`config.mk`:
```
export PLATFORM = sky130hd
export DESIGN_NAME = tone_cadence_sequencer
export DESIGN_NICKNAME = d
export VERILOG_FILES = /design/src/hw/rtl/tcs_pkg.sv /design/src/hw/rtl/tone_cadence_sequencer.sv /design/src/hw/rtl/tcs_table_ram.sv /design/src/hw/rtl/tcs_seq.sv
export SDC_FILE = /design/constraint.sdc
export NUM_CORES = 2
export LEC_CHECK = 0
export BUFFER_PORTS_ARGS = -buffer_cell sky130_fd_sc_hd__buf_2
export CORE_ASPECT_RATIO = 2
export CORE_MARGIN = 1.5
export CORE_UTILIZATION = 52
export DETAILED_ROUTE_END_ITERATION = 10
export PLACE_DENSITY = 0.74
export SLEW_MARGIN = 30
export SYNTH_ARGS = -nofsm -noshare
export SYNTH_HDL_FRONTEND = slang
export SYNTH_HIERARCHICAL = 1
export SYNTH_SLANG_ARGS = --single-unit
```
`constraint.sdc`:
```
create_clock -name aclk -period 8.9 [get_ports aclk]
set_input_delay 1.335 -clock aclk [delete_from_list [all_inputs] [get_ports aclk]]
set_output_delay 1.335 -clock aclk [all_outputs]
set_load 0.05 [all_outputs]
```
`src/hw/rtl/tcs_pkg.sv`:
```
// Shared types and constants for the tone cadence sequencer.
// No dependencies; every other file in hw/rtl imports this package.
package tcs_pkg;

    localparam int ITEM_W           = 5;
    localparam int MAX_ITEMS        = 1 << ITEM_W;
    localparam int MAX_TICK_SAMPLES = 1999;
    localparam int FREQ_W           = 16;
    localparam int DUR_W            = 16;
    localparam int DEPTH_W          = 7;
    localparam int DEPTH_MAX        = 100;
    localparam int TICK_W           = 12;
    localparam int POS_W            = 20;
    localparam int MS_SHIFT         = 3;   // 8 samples per millisecond
    localparam int LEVEL_W          = 7;
    localparam int REPEAT_W         = 6;
    localparam int COUNT_W          = 6;
    localparam int CMD_W            = 2;
    localparam int CFG_IDX_W        = 2;
    localparam int CFG_DATA_W       = 7;
    localparam int S_TDATA_W        = 80;
    localparam int M_TDATA_W        = 56;

    typedef enum logic [CMD_W-1:0] {
        CMD_LOAD  = 2'd0,
        CMD_START = 2'd1,
        CMD_TICK  = 2'd2
    } cmd_t;

    localparam logic [CFG_IDX_W-1:0] REG_TONE_LEVEL   = 2'd0;
    localparam logic [CFG_IDX_W-1:0] REG_REPEAT_INDEX = 2'd1;
    localparam logic [CFG_IDX_W-1:0] REG_ITEM_COUNT   = 2'd2;

    // One tone table entry (56 bits)
    typedef struct packed {
        logic [FREQ_W-1:0]  first_freq;
        logic [FREQ_W-1:0]  second_freq;
        logic [DUR_W-1:0]   duration_ms;
        logic               modulate_flag;
        logic [DEPTH_W-1:0] mod_depth;
    } tone_entry_t;

    // Input beat fields, last member at the lowest bits
    typedef struct packed {
        logic [TICK_W-1:0]  tick_samples;
        logic [DEPTH_W-1:0] mod_depth;
        logic               modulate_flag;
        logic [DUR_W-1:0]   duration_ms;
        logic [FREQ_W-1:0]  second_freq;
        logic [FREQ_W-1:0]  first_freq;
        logic [ITEM_W-1:0]  item_index;
    } in_fields_t;

    typedef struct packed {
        logic [CMD_W-1:0] cmd;
        in_fields_t       f;
    } in_item_t;

    // Result beat fields, last member at the lowest bits
    typedef struct packed {
        logic                      tick_too_long;
        logic                      finished;
        logic                      item_changed;
        logic signed [LEVEL_W-1:0] level_out;
        logic [DEPTH_W-1:0]        depth_percent;
        logic                      modulated;
        logic [FREQ_W-1:0]         other_freq;
        logic [FREQ_W-1:0]         main_freq;
        logic [ITEM_W-1:0]         playing_index;
    } out_item_t;

    typedef struct packed {
        logic [REPEAT_W-1:0] repeat_index;
        logic [COUNT_W-1:0]  item_count;
    } seq_cfg_t;

    typedef struct packed {
        logic              we;
        logic              re;
        logic [ITEM_W-1:0] addr;
        tone_entry_t       wdata;
    } ram_req_t;

    typedef struct packed {
        logic [ITEM_W-1:0] item;
        logic              changed;
        logic              done;
        logic              too_long;
    } seq_status_t;

endpackage

```
`src/hw/rtl/tone_cadence_sequencer.sv`:
```
// Top level of the tone cadence sequencer: ports, configuration registers,
// result formatting and output register. Depends on tcs_pkg, tcs_seq, tcs_table_ram.
//
//  channel   dir  width        contents
//  s_*       in   80 + 2 user  one command beat (load, start, tick)
//  m_*       out  56           one status beat per command
//  cfg_*     in   2 idx, 7 dat register write, no read-back
//
// A command beat passes through EXEC, READ and OUT before the next accept (load,
// start, ignored tick); a tick that runs adds TICK after EXEC. The single table port
// sets this, since a tick reads the sounding entry, updates, then reads the entry
// now sounding. The status beat turns valid as the sequencer leaves OUT for idle,
// in the same cycle that s_tready rises again.
// Reset is synchronous on aresetn low; the tone table is not cleared.
// A stalled m_tready holds the result; one further command may be accepted and
// worked up to its final step meanwhile.
module tone_cadence_sequencer (
    input  logic                                aclk,
    input  logic                                aresetn,
    input  logic                                s_tvalid,
    output logic                                s_tready,
    // item_index, first_freq, second_freq, duration_ms, modulate_flag,
    // mod_depth, tick_samples, zero pad
    input  logic [tcs_pkg::S_TDATA_W-1:0]       s_tdata,
    // cmd
    input  logic [tcs_pkg::CMD_W-1:0]           s_tuser,
    output logic                                m_tvalid,
    input  logic                                m_tready,
    // playing_index, main_freq, other_freq, modulated, depth_percent,
    // level_out, item_changed, finished, tick_too_long, zero pad
    output logic [tcs_pkg::M_TDATA_W-1:0]       m_tdata,
    input  logic                                cfg_wr_en,
    input  logic [tcs_pkg::CFG_IDX_W-1:0]       cfg_index,
    input  logic [tcs_pkg::CFG_DATA_W-1:0]      cfg_data
);
    import tcs_pkg::*;

    logic signed [LEVEL_W-1:0] tone_level_reg;
    logic [REPEAT_W-1:0]       repeat_index_reg;
    logic [COUNT_W-1:0]        item_count_reg;

    in_item_t    in_item;
    seq_cfg_t    seq_cfg;
    ram_req_t    ram_req;
    tone_entry_t rd_entry;
    seq_status_t status;
    logic        emit;
    logic        out_free;

    out_item_t                 out_next;
    out_item_t                 out_reg;
    logic                      m_tvalid_reg;
    logic signed [LEVEL_W-1:0] level_sat;

    // configuration writes; unknown index is dropped
    always_ff @(posedge aclk) begin
        if (!aresetn) begin
            tone_level_reg   <= -LEVEL_W'(13);
            repeat_index_reg <= {REPEAT_W{1'b1}};
            item_count_reg   <= COUNT_W'(1);
        end else if (cfg_wr_en) begin
            case (cfg_index)
                REG_TONE_LEVEL:   tone_level_reg   <= cfg_data[LEVEL_W-1:0];
                REG_REPEAT_INDEX: repeat_index_reg <= cfg_data[REPEAT_W-1:0];
                REG_ITEM_COUNT:   item_count_reg   <= cfg_data[COUNT_W-1:0];
                default: begin
                end
            endcase
        end
    end

    assign in_item.cmd = cmd_t'(s_tuser);
    assign in_item.f   = s_tdata[$bits(in_fields_t)-1:0];
    assign seq_cfg     = '{repeat_index: repeat_index_reg, item_count: item_count_reg};

    tcs_seq u_seq (
        .aclk     (aclk),
        .aresetn  (aresetn),
        .in_valid (s_tvalid),
        .in_ready (s_tready),
        .in_item  (in_item),
        .cfg      (seq_cfg),
        .rd_entry (rd_entry),
        .ram_req  (ram_req),
        .out_free (out_free),
        .emit     (emit),
        .status   (status)
    );

    tcs_table_ram u_table (
        .aclk    (aclk),
        .req     (ram_req),
        .rd_data (rd_entry)
    );

    // level: clamp non-negative to 0 and the most negative code to -63
    always_comb begin
        if (!tone_level_reg[LEVEL_W-1]) begin
            level_sat = '0;
        end else if (tone_level_reg == {1'b1, {(LEVEL_W-1){1'b0}}}) begin
            level_sat = -LEVEL_W'(63);
        end else begin
            level_sat = tone_level_reg;
        end
    end

    // format the entry now sounding; modulated items put the higher tone first
    always_comb begin
        out_next               = '0;
        out_next.playing_index = status.item;
        out_next.level_out     = level_sat;
        out_next.item_changed  = status.changed;
        out_next.finished      = status.done;
        out_next.tick_too_long = status.too_long;
        if (rd_entry.modulate_flag) begin
            out_next.modulated     = 1'b1;
            out_next.depth_percent = rd_entry.mod_depth;
            if (rd_entry.first_freq > rd_entry.second_freq) begin
                out_next.main_freq  = rd_entry.first_freq;
                out_next.other_freq = rd_entry.second_freq;
            end else begin
                out_next.main_freq  = rd_entry.second_freq;
                out_next.other_freq = rd_entry.first_freq;
            end
        end else begin
            out_next.main_freq  = rd_entry.first_freq;
            out_next.other_freq = rd_entry.second_freq;
        end
    end

    assign out_free = !m_tvalid_reg || m_tready;

    // output register: load on emit, drop valid once the beat is taken
    always_ff @(posedge aclk) begin
        if (!aresetn) begin
            m_tvalid_reg <= 1'b0;
        end else if (emit) begin
            m_tvalid_reg <= 1'b1;
        end else if (m_tready) begin
            m_tvalid_reg <= 1'b0;
        end
    end

    always_ff @(posedge aclk) begin
        if (emit) begin
            out_reg <= out_next;
        end
    end

    assign m_tvalid = m_tvalid_reg;
    assign m_tdata  = M_TDATA_W'(out_reg);

    // a rejected tick never moves to a new item
    a_changed_excl_long: assert property (@(posedge aclk) disable iff (!aresetn)
        m_tvalid_reg |-> !(out_reg.item_changed && out_reg.tick_too_long))
        else $error("result reports both item change and long tick");

    a_mod_order: assert property (@(posedge aclk) disable iff (!aresetn)
        (m_tvalid_reg && out_reg.modulated) |-> (out_reg.main_freq >= out_reg.other_freq))
        else $error("modulated carrier below modulator");

    a_plain_depth: assert property (@(posedge aclk) disable iff (!aresetn)
        (m_tvalid_reg && !out_reg.modulated) |-> (out_reg.depth_percent == '0))
        else $error("plain tone reports nonzero depth");

    a_one_at_a_time: assert property (@(posedge aclk) disable iff (!aresetn)
        (s_tvalid && s_tready) |=> !s_tready)
        else $error("second command accepted while one is in work");

endmodule

```
`src/hw/rtl/tcs_table_ram.sv`:
```
// Tone table storage: single-port synchronous RAM with a registered read.
// Depends on tcs_pkg for the entry type and request struct.
module tcs_table_ram (
    input  logic                 aclk,
    input  tcs_pkg::ram_req_t    req,
    output tcs_pkg::tone_entry_t rd_data
);
    import tcs_pkg::*;

    tone_entry_t table_mem [MAX_ITEMS];
    tone_entry_t rd_data_reg;

    always_ff @(posedge aclk) begin
        if (req.we) begin
            table_mem[req.addr] <= req.wdata;
        end
        // hold read data when no read is issued
        if (req.re) begin
            rd_data_reg <= table_mem[req.addr];
        end
    end

    assign rd_data = rd_data_reg;

endmodule

```
`src/hw/rtl/tcs_seq.sv`:
```
// Sequencer control: command decode, table writes and reads, cadence stepping.
// Depends on tcs_pkg; drives tcs_table_ram through a request struct.
module tcs_seq (
    input  logic                 aclk,
    input  logic                 aresetn,
    input  logic                 in_valid,
    output logic                 in_ready,
    input  tcs_pkg::in_item_t    in_item,
    input  tcs_pkg::seq_cfg_t    cfg,
    input  tcs_pkg::tone_entry_t rd_entry,
    output tcs_pkg::ram_req_t    ram_req,
    input  logic                 out_free,
    output logic                 emit,
    output tcs_pkg::seq_status_t status
);
    import tcs_pkg::*;

    typedef enum logic [2:0] {
        ST_IDLE,
        ST_EXEC,
        ST_TICK,
        ST_READ,
        ST_OUT
    } state_t;

    state_t            state_reg;
    in_item_t          item_reg;
    logic [ITEM_W-1:0] cur_reg;
    logic [POS_W-1:0]  pos_reg;
    logic              done_reg;
    logic              changed_reg;
    logic              too_long_reg;

    logic                tick_long;
    logic [POS_W:0]      pos_sum;
    logic [POS_W-1:0]    pos_sat;
    logic [POS_W-1:0]    dur_samples;
    logic                hit;
    logic [COUNT_W-1:0]  eff_cnt;
    logic [COUNT_W-1:0]  nxt_inc;
    logic                wrap;
    logic                stop;
    logic [ITEM_W-1:0]   rep_item;
    logic [ITEM_W-1:0]   nxt_item;
    logic [DEPTH_W-1:0]  depth_clamped;

    assign tick_long = item_reg.f.tick_samples > TICK_W'(MAX_TICK_SAMPLES);

    // position update, saturating at the top of the counter
    assign pos_sum     = {1'b0, pos_reg} + (POS_W+1)'(item_reg.f.tick_samples);
    assign pos_sat     = pos_sum[POS_W] ? {POS_W{1'b1}} : pos_sum[POS_W-1:0];
    assign dur_samples = POS_W'({rd_entry.duration_ms, {MS_SHIFT{1'b0}}});
    assign hit         = (rd_entry.duration_ms != '0) && (pos_sat >= dur_samples);

    always_comb begin
        if (cfg.item_count == '0) begin
            eff_cnt = COUNT_W'(1);
        end else if (cfg.item_count > COUNT_W'(MAX_ITEMS)) begin
            eff_cnt = COUNT_W'(MAX_ITEMS);
        end else begin
            eff_cnt = cfg.item_count;
        end
    end

    assign nxt_inc  = COUNT_W'(cur_reg) + COUNT_W'(1);
    assign wrap     = nxt_inc >= eff_cnt;
    assign stop     = wrap && cfg.repeat_index[REPEAT_W-1];
    assign rep_item = cfg.repeat_index[ITEM_W-1:0];

    always_comb begin
        if (!wrap) begin
            nxt_item = nxt_inc[ITEM_W-1:0];
        end else if (COUNT_W'(rep_item) < eff_cnt) begin
            nxt_item = rep_item;
        end else begin
            nxt_item = '0;
        end
    end

    assign depth_clamped = (item_reg.f.mod_depth > DEPTH_W'(DEPTH_MAX))
                         ? DEPTH_W'(DEPTH_MAX) : item_reg.f.mod_depth;

    // table access per state
    always_comb begin
        ram_req       = '0;
        ram_req.addr  = cur_reg;
        ram_req.wdata = '{first_freq:    item_reg.f.first_freq,
                          second_freq:   item_reg.f.second_freq,
                          duration_ms:   item_reg.f.duration_ms,
                          modulate_flag: item_reg.f.modulate_flag,
                          mod_depth:     depth_clamped};
        unique case (state_reg)
            ST_EXEC: begin
                if (item_reg.cmd == CMD_LOAD) begin
                    ram_req.we   = 1'b1;
                    ram_req.addr = item_reg.f.item_index;
                end else if (item_reg.cmd == CMD_TICK && !done_reg && !tick_long) begin
                    ram_req.re = 1'b1;
                end
            end
            ST_READ: begin
                ram_req.re = 1'b1;
            end
            default: begin
            end
        endcase
    end

    assign in_ready = (state_reg == ST_IDLE);
    assign emit     = (state_reg == ST_OUT) && out_free;
    assign status   = '{item: cur_reg, changed: changed_reg, done: done_reg,
                        too_long: too_long_reg};

    always_ff @(posedge aclk) begin
        if (!aresetn) begin
            state_reg    <= ST_IDLE;
            cur_reg      <= '0;
            pos_reg      <= '0;
            done_reg     <= 1'b0;
            changed_reg  <= 1'b0;
            too_long_reg <= 1'b0;
        end else begin
            unique case (state_reg)
                ST_IDLE: begin
                    if (in_valid) begin
                        item_reg     <= in_item;
                        changed_reg  <= 1'b0;
                        too_long_reg <= 1'b0;
                        state_reg    <= ST_EXEC;
                    end
                end
                ST_EXEC: begin
                    state_reg <= ST_READ;
                    case (item_reg.cmd)
                        CMD_START: begin
                            cur_reg     <= '0;
                            pos_reg     <= '0;
                            done_reg    <= 1'b0;
                            changed_reg <= 1'b1;
                        end
                        CMD_TICK: begin
                            if (!done_reg) begin
                                if (tick_long) begin
                                    too_long_reg <= 1'b1;
                                end else begin
                                    state_reg <= ST_TICK;
                                end
                            end
                        end
                        default: begin
                        end
                    endcase
                end
                ST_TICK: begin
                    // entry of the sounding item is on rd_entry now
                    if (hit) begin
                        pos_reg <= '0;
                        if (stop) begin
                            done_reg <= 1'b1;
                        end else begin
                            cur_reg     <= nxt_item;
                            changed_reg <= 1'b1;
                        end
                    end else begin
                        pos_reg <= pos_sat;
                    end
                    state_reg <= ST_READ;
                end
                ST_READ: begin
                    state_reg <= ST_OUT;
                end
                ST_OUT: begin
                    if (out_free) begin
                        state_reg <= ST_IDLE;
                    end
                end
                default: begin
                    state_reg <= ST_IDLE;
                end
            endcase
        end
    end

endmodule
```
==> qor.txt <==
Dpl cells - 6260
Chip height - 552.9 um
Layout net count - 4673
Final period util - 59.18%
DRC - 0
Final setup viols - 0
Netlist cell types - 71
Gr usage total - 25.86%
Gr ovfl total - 0
CTS clk-pin slew, worst paths - 0.07 ns
Die Wd - 277.9 um
First-pass GRT wire length - 284200 um
DP Wirelength - 110100 um
Synth top area cells - edfxtp_1, mux2i_1, o22ai_1, dfxtp_1, nor4_1
Largest stage delay, worst path - 0.82 ns
PostCTS Resize Cnt - 0
Die ar. - 153700 sq um
Count leader, synth - edfxtp_1
Crit-path slowest cell - buf_4
Top cell by count, worst path - buf_4
Hold path depth - 0
Final ANT Viol Nets - 0
Main flop type after synthesis - edfxtp_1
Register area share after synthesis - 76.85%
Syn Area/Cell - 18.01 sq um
Quantity of hold-fixing buffers added after cts - 0
PwrDens - 216.2 nW/um^2
CTS Buf Count - 172
Worst path cell trace - nand2b_1, nor4_2, buf_4, mux2_8, buf_12, buf_4, mux2i_1, o22ai_1, nor4_1, nand2_1
Number of clock sinks - 2029
Synth Net Count - 4517
Setup TNS - 0 ns
#FFs+latches synth - 2029
CTS tree - yes
Largest register FFs - 1792
Max transition margin - 27.18%
Drt pass-1 iters - 5
Max clock buf depth - 4
Fin. Hold Viols - 0
Post-synth EDFFs - 1978
Row count - 201
Setup crit start kind - register
Drt initial violations - 4368
Worst-Margin Slew - 1.092 ns
Critical path class - register to register
Leakage - 26.72 nW
Syn. warnings - 6
Final Skew - 0.06698 ns
Initial antenna violation count - 5
Skew-Pair Late Insertion Delay - 0.82 ns
Routed WL - 202000 um
Number of global-route vias before repair - 41680
Hold WC Path Type - register to register
Crit-path max FO - 123
H-tree levels - 4
Synth Cell Area - 78620 sq um
P&R area growth vs syn - 10.99%
I/O Buffers - 145
Path depth of the worst reg2reg path - 10
Fillcell total - 10680
Yosys top cell area share - 75.55%
Vias - 41990
Post-synth ARST share - 0%
Max Cap Viol - 0
Clock Tree Root - clkbuf_16
Crit path DAT - 5.75 ns
CP endpoint kind - register
Initial Util - 52.45%
Cell taking the most area after synthesis - edfxtp_1
Layout cells sized above 1 - 12.98%
Post-CTS setup buffer count - 0
DR WL/cell - 30.72 um
I/O pin cnt - 154
R2r setup slk - 3.63 ns
Most frequent cells after synthesis - edfxtp_1, mux2i_1, o22ai_1
Tmin final - 5.267 ns
RSZ-0062 raised after global routing - false
Core region area - 149900 sq um
Peak supply drop - 140.4 uV
WP data required - 9.39 ns
Largest net degree at the start of global routing - 129
Status - finished, final reports clean
Final GP Congestion - 0.8193
Post-DR vias/cell - 6.387
Mapped Cells - 4365
Fmax - 0.1899 GHz
Final Max Slew Viols - 0
Final std cells w/o fill - 6574
per-stage QoR:
step	power [W]	hold WS, ns	util [%]	cell area [sq um]	worst slack (ns)
CTS	0.01891	0.4353	58.09	87070	3.600
floorplan	0.01143	0.4291	-	78620	1.565
detailed placement	0.01171	0.4195	54.49	81680	3.640
global placement	0.01169	0.4063	54.37	81490	3.658
global route	0.01932	0.4478	58.22	87260	3.394
finish	0.01887	0.4333	58.22	87260	3.633
worst paths after layout:
kind	from	end
setup / recovery	u_seq/state_reg[0]$_SDFFE_PN0P_	u_table/rd_data[18]$_DFFE_PP_
hold / removal	u_seq/too_long_reg$_SDFFE_PN0P_	m_tdata[54]$_DFFE_PP_
setup reg to reg	u_seq/state_reg[0]$_SDFFE_PN0P_	u_table/rd_data[18]$_DFFE_PP_
hold reg to reg	u_seq/too_long_reg$_SDFFE_PN0P_	m_tdata[54]$_DFFE_PP_
placed cells by master (no fill, tap or decap), types with 7 or more instances in the layout:
cell	count
mux2i_1	923
nand4_1	7
o21ai_0	21
nor4_1	117
buf_2	145
and2_1	14
nand3_1	15
clkinv_2	32
nand2_1	114
mux2_4	30
dfxtp_1	51
clkbuf_1	21
buf_4	72
nor2_4	30
clkinvlp_4	10
xnor2_1	7
nor2_1	36
mux2_2	10
buf_6	15
o22ai_1	449
a21o_1	8
ha_1	55
a21oi_1	31
inv_1	41
nor3_1	7
nor2b_1	12
clkinv_1	37
edfxtp_1	1978
bufinv_16	17
a22o_1	15
nand2b_1	7
buf_12	14
clkbuf_16	173
power by group:
part / internal (W) / switching [W] / leakage (nW)
sequential: 0.0106 / 0.000136 / 18.2
clock: 0.00406 / 0.00329 / 2.63
combinational: 0.000282 / 0.000499 / 5.88
total: 0.0149 / 0.00392 / 26.7
kinds of logic after synthesis:
logic type	Yosys count	synth area share, %
flops	2029	76.85
mux	964	12.48
compound gates	572	4.690
simple gates	416	2.834
buf+inv	315	2.106
fa+ha+maj	56	0.9008
xor+xnor	12	0.1337
other cells	1	0.004770
layout make-up:
class	count	area (sq um)	area share (%)
diodes	1	2.502	0.002868
clock buffers	194	4408	5.051
clock inverters	104	979.7	1.123
inverters	41	153.9	0.1764
multi-input cells	2021	16950	19.42
flip-flops and latches	2029	60420	69.24
well taps	1928	2412	2.764
repair buffers	256	1941	2.224
per-layer routing:
| metal | global-route usage (%) | wire length, um | up-vias |
|---|---|---|---|
| li1 | - | - | 17780 |
| met4 | 13.85 | 11970 | 4 |
| met3 | 2.955 | 15270 | 572 |
| met5 | 0 | 24 | - |
| met2 | 46.61 | 105700 | 2229 |
| met1 | 30.06 | 68960 | 21400 |
worst max-delay path: cells and delay by family, from the launching register on:
kind / cells / cell delay, ns
AND/OR/NAND/NOR: 4 / 1.38
AO/OA/AOI/OAI: 1 / 0.10
flip-flops: 1 / 0.51
multiplexers: 2 / 0.93
buffers and inverters: 3 / 1.71
(Power assumes the default switching activity.)
